$ cat config.mk
export PLATFORM = sky130hd
export DESIGN_NAME = bgr_yuv_color_space_converter_core
export DESIGN_NICKNAME = d
export VERILOG_FILES = /design/src/byc_pkg.sv /design/src/bgr_yuv_color_space_converter_core.sv /design/src/byc_clamp.sv /design/src/byc_pipe_ctrl.sv /design/src/byc_datapath.sv
export SDC_FILE = /design/constraint.sdc
export NUM_CORES = 2
export LEC_CHECK = 0
export ABC_CLOCK_PERIOD_IN_PS = 7750
export BUFFER_PORTS_ARGS = -buffer_cell sky130_fd_sc_hd__buf_2
export CAP_MARGIN = 15
export CORE_MARGIN = 3
export CORE_UTILIZATION = 60
export DETAILED_ROUTE_END_ITERATION = 7
export GPL_TIMING_DRIVEN = 1
export PLACE_DENSITY = 0.8
export SETUP_SLACK_MARGIN = 0.4
export SYNTH_ARGS = -nofsm -noshare
export SYNTH_HDL_FRONTEND = slang
export SYNTH_SLANG_ARGS = --single-unit
$ cat constraint.sdc
create_clock -name clk_i -period 7.75 [get_ports clk_i]
set_clock_uncertainty 0.1 [all_clocks]
set_input_delay 0.775 -clock clk_i [delete_from_list [all_inputs] [get_ports clk_i]]
set_output_delay 0.775 -clock clk_i [all_outputs]
set_load 0.01 [all_outputs]
$ cat src/byc_pkg.sv
// ----------------------------------------------------------------------------
// byc_pkg
// Shared types and constants of the BGR/YUV color space converter.
// ----------------------------------------------------------------------------
package byc_pkg;

  localparam int unsigned PixW      = 8;
  localparam int unsigned NumStages = 5;

  // Chroma offset (in pixel codes) and conversion coefficients (in units of 1e-5)
  localparam int ChromaOffset = 128;
  localparam int CoefYr       = 29900;
  localparam int CoefYg       = 58700;
  localparam int CoefYb       = 11400;
  localparam int CoefU        = 49200;
  localparam int CoefV        = 87700;
  localparam int CoefRv       = 113983;
  localparam int CoefGu       = 39465;
  localparam int CoefGv       = 58060;
  localparam int CoefBu       = 203211;
  localparam int CoefScale    = 100000;
  localparam int CoefRound    = 50000;

  typedef enum logic {
    DirBgrToYuv = 1'b0,
    DirYuvToBgr = 1'b1
  } dir_e;

  typedef struct packed {
    logic [PixW-1:0] first_channel;
    logic [PixW-1:0] second_channel;
    logic [PixW-1:0] third_channel;
  } pix_in_t;

  typedef struct packed {
    logic [PixW-1:0] out_first;
    logic [PixW-1:0] out_second;
    logic [PixW-1:0] out_third;
  } pix_out_t;

endpackage

$ cat src/bgr_yuv_color_space_converter_core.sv
// ----------------------------------------------------------------------------
// bgr_yuv_color_space_converter_core
// Per-pixel BGR <-> YUV (BT.601) converter in signed fixed point.
// ----------------------------------------------------------------------------
// Usage:
//   Input channel (in_valid_i/in_ready_o/in_pixel_i) takes one pixel item,
//   output channel (out_valid_o/out_ready_i/out_pixel_o) gives one item back.
//   cfg_we_i writes cfg_wdata_i into the direction register: 0 converts B,G,R
//   to Y,U,V, 1 converts Y,U,V to B,G,R. Write it only while the block is
//   empty; each item takes the direction in force when it is accepted.
//   Five register stages (products, sums, differences, chroma multiply,
//   clamp), the first loaded at the accepting edge; out_valid_o rises once
//   the item is in the clamp stage's output register.
//   Throughput is one item per cycle while the receiver takes items.
//   Reset clears every valid bit and sets direction to BGR -> YUV.
//   When the receiver stalls, items advance into any empty stages behind the
//   output register; in_ready_o drops only once all five stages hold items.
//   Results are truncated toward zero and saturated to 0..255.
// ----------------------------------------------------------------------------
module bgr_yuv_color_space_converter_core #(
  parameter int unsigned COEF_FRAC_BITS = 16
) (
  input  logic               clk_i,
  input  logic               rst_ni,
  input  logic               cfg_we_i,
  input  logic               cfg_wdata_i,
  input  logic               in_valid_i,
  output logic               in_ready_o,
  input  byc_pkg::pix_in_t   in_pixel_i,
  output logic               out_valid_o,
  input  logic               out_ready_i,
  output byc_pkg::pix_out_t  out_pixel_o
);
  import byc_pkg::*;

  dir_e                 dir_q;
  logic [NumStages-1:0] stage_en;
  logic [NumStages-1:0] stage_vld;

  always_ff @(posedge clk_i or negedge rst_ni) begin
    if (!rst_ni) begin
      dir_q <= DirBgrToYuv;
    end else if (cfg_we_i) begin
      dir_q <= dir_e'(cfg_wdata_i);
    end
  end

  byc_pipe_ctrl u_ctrl (
    .clk_i      (clk_i),
    .rst_ni     (rst_ni),
    .in_valid_i (in_valid_i),
    .in_ready_o (in_ready_o),
    .out_valid_o(out_valid_o),
    .out_ready_i(out_ready_i),
    .stage_en_o (stage_en),
    .stage_vld_o(stage_vld)
  );

  byc_datapath #(.CoefFracBits(COEF_FRAC_BITS)) u_datapath (
    .clk_i      (clk_i),
    .stage_en_i (stage_en),
    .dir_i      (dir_q),
    .in_pixel_i (in_pixel_i),
    .out_pixel_o(out_pixel_o)
  );

  // an empty output stage never back-pressures the input
  assert property (@(posedge clk_i) disable iff (!rst_ni)
    !out_valid_o |-> in_ready_o)
    else $error("input stalled with an empty output stage");

  // back-pressure only when every stage holds an item
  assert property (@(posedge clk_i) disable iff (!rst_ni)
    !in_ready_o |-> (stage_vld == '1))
    else $error("input stalled with a bubble in the pipeline");

  // a stalled output item stays valid
  assert property (@(posedge clk_i) disable iff (!rst_ni)
    out_valid_o && !out_ready_i |=> out_valid_o && $stable(out_pixel_o))
    else $error("stalled output item lost or changed");

endmodule

$ cat src/byc_clamp.sv
// ----------------------------------------------------------------------------
// byc_clamp
// Drops the fraction bits of a signed fixed-point value and saturates to a byte.
// ----------------------------------------------------------------------------
module byc_clamp #(
  parameter int unsigned Width = 27,
  parameter int unsigned Shift = 16
) (
  input  logic signed [Width-1:0]     value_i,
  output logic [byc_pkg::PixW-1:0]    byte_o
);
  import byc_pkg::*;

  always_comb begin
    priority if (value_i[Width-1] || (value_i == '0)) begin
      byte_o = '0;
    end else if (|value_i[Width-2:Shift+PixW]) begin
      byte_o = '1;
    end else begin
      byte_o = value_i[Shift+PixW-1:Shift];
    end
  end

endmodule

$ cat src/byc_pipe_ctrl.sv
// ----------------------------------------------------------------------------
// byc_pipe_ctrl
// Valid bits and per-stage load enables; empty stages close up under a stall.
// ----------------------------------------------------------------------------
module byc_pipe_ctrl (
  input  logic                          clk_i,
  input  logic                          rst_ni,
  input  logic                          in_valid_i,
  output logic                          in_ready_o,
  output logic                          out_valid_o,
  input  logic                          out_ready_i,
  output logic [byc_pkg::NumStages-1:0] stage_en_o,
  output logic [byc_pkg::NumStages-1:0] stage_vld_o
);
  import byc_pkg::*;

  logic [NumStages-1:0] vld_q, vld_d;
  logic [NumStages-1:0] en;

  // a stage may load when it is empty or its item moves on
  always_comb begin
    en[NumStages-1] = !vld_q[NumStages-1] || out_ready_i;
    for (int k = NumStages - 2; k >= 0; k--) begin
      en[k] = !vld_q[k] || en[k+1];
    end
  end

  always_comb begin
    vld_d[0] = en[0] ? in_valid_i : vld_q[0];
    for (int k = 1; k < NumStages; k++) begin
      vld_d[k] = en[k] ? vld_q[k-1] : vld_q[k];
    end
  end

  always_ff @(posedge clk_i or negedge rst_ni) begin
    if (!rst_ni) begin
      vld_q <= '0;
    end else begin
      vld_q <= vld_d;
    end
  end

  assign in_ready_o  = en[0];
  assign out_valid_o = vld_q[NumStages-1];
  assign stage_en_o  = en;
  assign stage_vld_o = vld_q;

endmodule

$ cat src/byc_datapath.sv
// ----------------------------------------------------------------------------
// byc_datapath
// Five-stage fixed-point datapath: products, sums, differences, chroma
// scaling, clamp into the output register.
// ----------------------------------------------------------------------------
module byc_datapath #(
  parameter int unsigned CoefFracBits = 16
) (
  input  logic                          clk_i,
  input  logic [byc_pkg::NumStages-1:0] stage_en_i,
  input  byc_pkg::dir_e                 dir_i,
  input  byc_pkg::pix_in_t              in_pixel_i,
  output byc_pkg::pix_out_t             out_pixel_o
);
  import byc_pkg::*;

  localparam int unsigned F  = CoefFracBits;
  localparam int unsigned W1 = F + 11;      // one-scale values, sign included
  localparam int unsigned W2 = 2 * F + 11;  // two-scale chroma values

  localparam logic signed [W1-1:0] KYr =
    W1'(((longint'(CoefYr) << F) + longint'(CoefRound)) / longint'(CoefScale));
  localparam logic signed [W1-1:0] KYg =
    W1'(((longint'(CoefYg) << F) + longint'(CoefRound)) / longint'(CoefScale));
  localparam logic signed [W1-1:0] KYb =
    W1'(((longint'(CoefYb) << F) + longint'(CoefRound)) / longint'(CoefScale));
  localparam logic signed [W1-1:0] KRv =
    W1'(((longint'(CoefRv) << F) + longint'(CoefRound)) / longint'(CoefScale));
  localparam logic signed [W1-1:0] KGu =
    W1'(((longint'(CoefGu) << F) + longint'(CoefRound)) / longint'(CoefScale));
  localparam logic signed [W1-1:0] KGv =
    W1'(((longint'(CoefGv) << F) + longint'(CoefRound)) / longint'(CoefScale));
  localparam logic signed [W1-1:0] KBu =
    W1'(((longint'(CoefBu) << F) + longint'(CoefRound)) / longint'(CoefScale));
  localparam logic signed [W2-1:0] KU =
    W2'(((longint'(CoefU) << F) + longint'(CoefRound)) / longint'(CoefScale));
  localparam logic signed [W2-1:0] KV =
    W2'(((longint'(CoefV) << F) + longint'(CoefRound)) / longint'(CoefScale));
  localparam logic signed [W2-1:0] OffUv = W2'(ChromaOffset) << (2 * F);
  localparam logic signed [W1-1:0] OffIn = W1'(ChromaOffset);

  // stage 1: coefficient products
  logic signed [W1-1:0] c0_s, c1_s, c2_s, u_s, v_s;
  logic signed [W1-1:0] p0_d, p1_d, p2_d, p3_d;
  logic signed [W1-1:0] p0_q, p1_q, p2_q, p3_q;
  dir_e                 dir1_q;
  logic [PixW-1:0]      c0_1_q, c2_1_q;

  always_comb begin
    c0_s = W1'(in_pixel_i.first_channel);
    c1_s = W1'(in_pixel_i.second_channel);
    c2_s = W1'(in_pixel_i.third_channel);
    u_s  = c1_s - OffIn;
    v_s  = c2_s - OffIn;
    if (dir_i == DirYuvToBgr) begin
      p0_d = KBu * u_s;
      p1_d = KGu * u_s;
      p2_d = KGv * v_s;
    end else begin
      p0_d = KYr * c2_s;
      p1_d = KYg * c1_s;
      p2_d = KYb * c0_s;
    end
    p3_d = KRv * v_s;
  end

  always_ff @(posedge clk_i) begin
    if (stage_en_i[0]) begin
      dir1_q <= dir_i;
      c0_1_q <= in_pixel_i.first_channel;
      c2_1_q <= in_pixel_i.third_channel;
      p0_q   <= p0_d;
      p1_q   <= p1_d;
      p2_q   <= p2_d;
      p3_q   <= p3_d;
    end
  end

  // stage 2: luma sum (forward) or the three reverse sums
  logic signed [W1-1:0] base1;
  logic signed [W1-1:0] a0_d, a1_d, a2_d;
  logic signed [W1-1:0] a0_q, a1_q, a2_q;
  dir_e                 dir2_q;
  logic [PixW-1:0]      c0_2_q, c2_2_q;

  always_comb begin
    base1 = W1'(c0_1_q) << F;
    a0_d  = (dir1_q == DirYuvToBgr) ? (base1 + p0_q) : (p0_q + p1_q + p2_q);
    a1_d  = base1 - p1_q - p2_q;
    a2_d  = base1 + p3_q;
  end

  always_ff @(posedge clk_i) begin
    if (stage_en_i[1]) begin
      dir2_q <= dir1_q;
      c0_2_q <= c0_1_q;
      c2_2_q <= c2_1_q;
      a0_q   <= a0_d;
      a1_q   <= a1_d;
      a2_q   <= a2_d;
    end
  end

  // stage 3: B - Y and R - Y at full precision (forward); reverse sums pass through
  logic signed [W1-1:0] b1_d, b2_d;
  logic signed [W1-1:0] b0_q, b1_q, b2_q;
  dir_e                 dir3_q;

  always_comb begin
    if (dir2_q == DirYuvToBgr) begin
      b1_d = a1_q;
      b2_d = a2_q;
    end else begin
      b1_d = (W1'(c0_2_q) << F) - a0_q;
      b2_d = (W1'(c2_2_q) << F) - a0_q;
    end
  end

  always_ff @(posedge clk_i) begin
    if (stage_en_i[2]) begin
      dir3_q <= dir2_q;
      b0_q   <= a0_q;
      b1_q   <= b1_d;
      b2_q   <= b2_d;
    end
  end

  // stage 4: chroma scaling (forward); reverse values pass through
  logic signed [W2-1:0] e1_d, e2_d;
  logic signed [W2-1:0] e1_q, e2_q;
  logic signed [W1-1:0] e0_q;
  dir_e                 dir4_q;

  always_comb begin
    if (dir3_q == DirYuvToBgr) begin
      e1_d = W2'(b1_q);
      e2_d = W2'(b2_q);
    end else begin
      e1_d = KU * W2'(b1_q);
      e2_d = KV * W2'(b2_q);
    end
  end

  always_ff @(posedge clk_i) begin
    if (stage_en_i[3]) begin
      dir4_q <= dir3_q;
      e0_q   <= b0_q;
      e1_q   <= e1_d;
      e2_q   <= e2_d;
    end
  end

  // stage 5: offset, truncate, saturate into the output register
  logic signed [W2-1:0] u_off, v_off;
  logic [PixW-1:0]      first_b, u_b, v_b, g_b, r_b;
  pix_out_t             out_d, out_q;

  assign u_off = e1_q + OffUv;
  assign v_off = e2_q + OffUv;

  byc_clamp #(.Width(W1), .Shift(F)) u_clamp_first (
    .value_i(e0_q),
    .byte_o (first_b)
  );

  byc_clamp #(.Width(W2), .Shift(2 * F)) u_clamp_u (
    .value_i(u_off),
    .byte_o (u_b)
  );

  byc_clamp #(.Width(W2), .Shift(2 * F)) u_clamp_v (
    .value_i(v_off),
    .byte_o (v_b)
  );

  byc_clamp #(.Width(W1), .Shift(F)) u_clamp_g (
    .value_i(e1_q[W1-1:0]),
    .byte_o (g_b)
  );

  byc_clamp #(.Width(W1), .Shift(F)) u_clamp_r (
    .value_i(e2_q[W1-1:0]),
    .byte_o (r_b)
  );

  always_comb begin
    out_d.out_first  = first_b;
    out_d.out_second = (dir4_q == DirYuvToBgr) ? g_b : u_b;
    out_d.out_third  = (dir4_q == DirYuvToBgr) ? r_b : v_b;
  end

  always_ff @(posedge clk_i) begin
    if (stage_en_i[4]) begin
      out_q <= out_d;
    end
  end

  assign out_pixel_o = out_q;

endmodule
== Yosys cells after proc, flatten, opt, wreduce, memory -nomap -nowiden ==
Cells that the tools add are included.
Cells by class
  $add $sub $neg: 12
  multiply operators: 9
  div/mod/pow operators: 0
  order comparisons: 0
  eq/ne operators: 0
  shift-type cells: 0
  mux-type cells: 19
  bitwise logic cells: 0
  reduce and logical (&&, ||, !) cells: 25
Operators with widths (count)
  $mux W27: 6
  $mux W8: 11
  $add A43 B41 Y43 const B: 2
  $logic_not A43 Y1: 2
  $mux W43: 2
  $logic_not A27 Y1: 3
  $add A25 B27 Y27: 2
  $add A27 B27 Y27: 2
  $sub A24 B27 Y27: 2
  $mul A15 B8 Y23 const A: 2
  $mul A17 B27 Y43 const A: 1
  $mul A14 B27 Y41 const A: 1
  $mul A13 B27 Y24 const A: 1
  $mul A16 B27 Y24 const A: 1
  $mul A16 B27 Y25 const A: 1
  $mul A16 B27 Y26 const A: 1
  $sub A25 B27 Y27: 1
  $sub A27 B27 Y27: 1
  $mul A13 B8 Y21 const A: 1
  $sub A8 B8 Y9 const B: 2
  $logic_or A1 B1 Y1: 10
  $reduce_or A2 Y1: 5
  $logic_not A1 Y1: 5
Storage, ports and cells
  register bits: 447
  bits in latches: 0
  RAM bits: 0
  memory bits (read-only): 0
  input port bits: 30
  output and inout bits: 26
  word-level logic and storage cells: 99
  memories kept: 0

== Depth between registers and ports, before layout ==
  word-level depth: 6
  mapped depth: 23
  gate-level depth less buffers: 22

== By module ==
A second synthesis with hierarchy kept.
Second synthesis, totals
  cells, all modules: 4778
  area total of the unflattened synthesis: 49077.1 sq um
Modules (own cells, without submodules)
  byc_datapath: instances 1, cells an instance 4662, area an instance 48132.4 sq um, sequential area each 13002.5 sq um
  byc_clamp: instances 5, cells an instance 19, area an instance 136.4 sq um, sequential area each 0.0 sq um
  byc_pipe_ctrl: instances 1, cells an instance 19, area an instance 222.7 sq um, sequential area each 125.1 sq um
  bgr_yuv_color_space_converter_core: instances 1, cells an instance 2, area an instance 40.0 sq um, sequential area each 25.0 sq um

== Worst setup path after synthesis ==
Ideal clock, no wire load.
  path type: input to register
  from: input out_ready_i
  to: register u_datapath.c0_1_q[0] (enable)
  library setup time: 1090 ps
  arrival time: 6270 ps
  data required time: 6560 ps
  slack: 291 ps
  stages on the path: 4
  buffers on the path: 0
  cells stage by stage: nor2b_1 nand4_1 inv_1 nand2_1
Between the ends
  longest elaborated chain between the ends: 5
RTL lines
  start: declaration: RTL line bgr_yuv_color_space_converter_core.sv:31  | input logic out_ready_i,
  $logic_or A1 B1 Y1: RTL line byc_pipe_ctrl.sv:22  | en[NumStages-1] = !vld_q[NumStages-1] || out_ready_i;
  $logic_or A1 B1 Y1 (3 in a row): RTL line byc_pipe_ctrl.sv:24  | en[k] = !vld_q[k] || en[k+1];
  named net stage_en[1]: RTL line bgr_yuv_color_space_converter_core.sv:37  | logic [NumStages-1:0] stage_en;
  $logic_or A1 B1 Y1: RTL line byc_pipe_ctrl.sv:24
  named net in_ready_o: RTL line bgr_yuv_color_space_converter_core.sv:28  | output logic in_ready_o,
  end signal: assignment: RTL line byc_datapath.sv:70  | c0_1_q <= in_pixel_i.first_channel;
  end: declaration: RTL line byc_datapath.sv:47  | logic [PixW-1:0] c0_1_q, c2_1_q;
The timed path passes the listed nets, and every way through them passes these cells.
A chain may end at the register's enable or synchronous reset.

== Worst setup path after layout ==
  from: register u_datapath.b1_q[5]
  to: register u_datapath.e1_q[41], data pin
Between the ends
  longest elaborated chain between the ends: 2
RTL lines
  start: declaration: RTL line byc_datapath.sv:106  | logic signed [W1-1:0] b0_q, b1_q, b2_q;
  start signal: assignment: RTL line byc_datapath.sv:123  | b1_q <= b1_d;
  $mul A14 B27 Y41: RTL line byc_datapath.sv:139  | e1_d = KU * W2'(b1_q);
  $mux W43: RTL line byc_datapath.sv:135  | if (dir3_q == DirYuvToBgr) begin
  named net u_datapath.e1_d[41]: RTL line byc_datapath.sv:129  | logic signed [W2-1:0] e1_d, e2_d;
  end signal: assignment: RTL line byc_datapath.sv:148  | e1_q <= e1_d;
  end: declaration: RTL line byc_datapath.sv:130  | logic signed [W2-1:0] e1_q, e2_q;
The timed path passes the listed nets, and every way through them passes these cells.

==> impl_metrics.env <==
export IMPL_status="finished clean"
export IMPL_place_hpwl_um=95600
export IMPL_clockBufferDepth=3
export IMPL_drc=0
export IMPL_drt_iter0_drc=2272
export IMPL_hold_viol=0
export IMPL_path_max_fanout=7
export IMPL_diodes=0
export IMPL_setup_slack_ns=1.01
export IMPL_preCtsSetupSlack_ns=1.07
export IMPL_die_y_um=292
export IMPL_num_nets_final=6157
export IMPL_rsz0062_at_grt="false"
export IMPL_syn_nets=6112
export IMPL_numCtsBuffers=47
export IMPL_std_cell_rows=104
export IMPL_worstHoldPathCells=2
export IMPL_antenna_found_initial=0
export IMPL_startpoint="u_datapath.b1_q[5]$_DFFE_PP_"
export IMPL_cp_depth=22
export IMPL_cp_slowest_cell="fa_1"
export IMPL_cts_sinks=442
export IMPL_r2r_start="u_datapath.b1_q[5]$_DFFE_PP_"
export IMPL_synthDistinctLibCells=79
export IMPL_finalSetupTns_ns=0
export IMPL_clk_pin_slew_ns=0.06
export IMPL_grt_pass1_wl_um=184000
export IMPL_vias=33800
export IMPL_cpMostUsedCell="inv_1"
export IMPL_min_from="cfg_we_i"
export IMPL_ys_warn_count=0
export IMPL_pin_count=56
export IMPL_rr_worst_depth=22
export IMPL_fp_dieArea_um2=85100
export IMPL_drtAntennaViolNets=0
export IMPL_root_buffer="clkbuf_16"
export IMPL_drive_above_1_share_pct=4.14
export IMPL_cts_tree="built"
export IMPL_synth_area_um2=49000
export IMPL_ys_ff_latch=442
export IMPL_synth_seq_area_share_pct=27.0
export IMPL_grt_max_degree=92
export IMPL_cp_data_required_time_ns=7.99
export IMPL_setup_viol=0
export IMPL_initial_core_util_pct=60.7
export IMPL_gp_congestion=1.00
export IMPL_drv_cap=0
export IMPL_wl_per_cell_um=19.3
export IMPL_crit_family="adder cells"
export IMPL_crit_chain="inv_1 > fa_1 > inv_1 > ha_1 > fa_1 > inv_1 > fa_1 > inv_1 > fa_1 > inv_1 > fa_1 > inv_1 > ha_1 > and2_1 > o21a_1 > a41o_1 > o31ai_1 > o211ai_1 > o211ai_1 > nor4_1 > or3_1 > a31o_1"
export IMPL_path_class="flop to flop"
export IMPL_ys_flop_type="edfxtp_1"
export IMPL_grtUsageTotal_pct=27.2
export IMPL_vias_per_cell=5.70
export IMPL_grt_overflow=0
export IMPL_tightest_slew_ns=1.08
export IMPL_cp_start_kind="flop"
export IMPL_syn_area_per_cell_um2=10.2
export IMPL_hold_end="dir_q$_DFFE_PN0P_"
export IMPL_slew_viol_final=0
export IMPL_fmax_mhz=148
export IMPL_insertion_delay_ns=0.60
export IMPL_rrSetupSlack_ns=1.01
export IMPL_critPathBufInv=6
export IMPL_area_growth_pct=6.05
export IMPL_drt_pass1_iter_count=6
export IMPL_arrival_ns=6.97
export IMPL_die_width_um=292
export IMPL_max_stage_delay_ns=0.60
export IMPL_hp_class="input port to flop"
export IMPL_placed_area_um2=50400
export IMPL_grt_pass1_vias=35000
export IMPL_fin_crit_sh_pct=86.9
export IMPL_final_cell_area_um2=51900
export IMPL_synthCells=4796
export IMPL_r2r_end="u_datapath.e1_q[41]$_DFFE_PP_"
export IMPL_synth_edf_count=436
export IMPL_h_tree_depth=2
export IMPL_relSlewSlack_pct=27.7
export IMPL_drt_total_wl_um=114000
export IMPL_synthArstFlopShare_pct=1.36
export IMPL_critPathCaptureType="flop"
export IMPL_core_um2=80700
export IMPL_final_core_util_pct=64.4
export IMPL_post_route_min_period_ns=6.74
export IMPL_io_buffers=55
[layout by cell type, fill, tap and decap left out, types with 22 or more instances in the layout]
| master | count |
|---|---|
| a211oi_1 | 42 |
| a21o_1 | 133 |
| a21oi_1 | 193 |
| a31oi_1 | 33 |
| and3_1 | 24 |
| buf_2 | 55 |
| clkbuf_16 | 47 |
| edfxtp_1 | 436 |
| fa_1 | 446 |
| ha_1 | 840 |
| inv_1 | 975 |
| nand2_1 | 242 |
| nand2b_1 | 47 |
| nand3_1 | 50 |
| nand4_1 | 32 |
| nor2_1 | 219 |
| nor2b_1 | 23 |
| nor3_1 | 55 |
| nor4_1 | 30 |
| o21a_1 | 30 |
| o21ai_0 | 226 |
| o21ai_1 | 23 |
| o21bai_1 | 35 |
| o31ai_1 | 26 |
| or3_1 | 22 |
| xnor2_1 | 168 |
| xor2_1 | 127 |
[state kept, by name, summed over array words and instances (netlist names), 24 cells and up]
name / count
u_datapath.p2_q: 27
u_datapath.a2_q: 24
u_datapath.e1_q: 43
u_datapath.e0_q: 27
u_datapath.a0_q: 27
u_datapath.b2_q: 27
u_datapath.b1_q: 27
u_datapath.p0_q: 27
u_datapath.p1_q: 26
u_datapath.p3_q: 24
u_datapath.a1_q: 27
u_datapath.out_pixel_o: 24
u_datapath.b0_q: 27
u_datapath.e2_q: 43
[routing by layer]
layer / track usage [%] / part of all wire, %
met1: 35.6 / 43
met2: 45.9 / 48
met3: 3.06 / 4.7
met4: 12.1 / 4.9
met5: 0 / 0
[through the flow]
stage | instances | hold WS, ns
2_1_floorplan | 4796 | 0.300
3_3_place_gp | 5851 | 0.302
3_5_place_dp | 5851 | 0.305
4_1_cts | 5936 | 0.228
5_1_grt | 5936 | 0.268
6_report | 5936 | 0.264
[worst max-delay path by stage]
stage	to	slack, ns
CTS	u_datapath.e1_q[41]$_DFFE_PP_	1.03
global placement	u_datapath.e1_q[41]$_DFFE_PP_	1.11
detailed placement	u_datapath.e1_q[41]$_DFFE_PP_	1.07
global route	u_datapath.e1_q[36]$_DFFE_PP_	0.72
floorplan	u_datapath.e1_q[40]$_DFFE_PP_	1.11
finish	u_datapath.e1_q[41]$_DFFE_PP_	1.01
[worst reg2reg max path: cells and delay by family (launching register included)]
kind / cells / cell delay [ns]
AO/OA/AOI/OAI: 6 / 1.52
adder cells (fa/ha/maj): 7 / 3.27
buffers and inverters: 6 / 0.43
flip-flops: 1 / 0.52
AND/OR/NAND/NOR: 3 / 0.67
[synthesized netlist by cell type, types with 16 or more instances]
library cell  instances  area share, %
inv_1               975            7.5
ha_1                840             21
fa_1                446             18
edfxtp_1            436             27
nand2_1             244            1.9
o21ai_0             226            2.3
nor2_1              219            1.7
a21oi_1             193            2.0
xnor2_1             168            3.0
a21o_1              133            2.0
xor2_1              127            2.3
clkbuf_1             70           0.54
nor3_1               55           0.56
nand3_1              51           0.52
nand2b_1             47           0.60
a211oi_1             42           0.64
o21bai_1             35           0.54
a31oi_1              33           0.42
nand4_1              32           0.41
nor4_1               30           0.38
o21a_1               30           0.46
o31ai_1              26           0.40
and3_1               24           0.31
nor2b_1              23           0.29
o21ai_1              23           0.23
or3_1                22           0.28
or2_2                21           0.27
mux2_2               19           0.44
o22ai_1              19           0.24
and2_1               18           0.23
o211ai_1             16           0.25
[timing repair]
| action | 4_1_cts | 5_1_grt |
|---|---|---|
| buffers inserted | 0 | 0 |
| resized for setup | 0 | 0 |
| hold buffers | 1 | 0 |
| hold endpoints to repair | 6 | 0 |
| setup endpoints to repair | 0 | 0 |
[kinds of logic (layout without fill, tap and decap cells)]
logic type | after synthesis | in the layout | share of synthesized area [%]
AOI/OAI and AO/OA | 869 | 869 | 11.3
xor gates and xnor gates | 295 | 295 | 5.27
DFF | 442 | 442 | 27.0
buffers and inverters | 1053 | 1133 | 8.07
and+or+nand+nor | 820 | 820 | 7.98
muxes | 31 | 31 | 0.682
adders and majority gates | 1286 | 1286 | 39.7
[layout make-up]
class	instances	area (µm²)
Tap cell	1060	1330
Sequential cell	442	13200
Inverter	977	3670
Fill cell	6319	28700
Multi-Input combinational cell	3301	31800
Clock inverter	26	269
Clock buffer	58	1220
Timing Repair Buffer	72	405
Power is left out: the tool's default activity adds up to more than one toggle a clock period on the data nets, which glitch-free logic cannot reach.
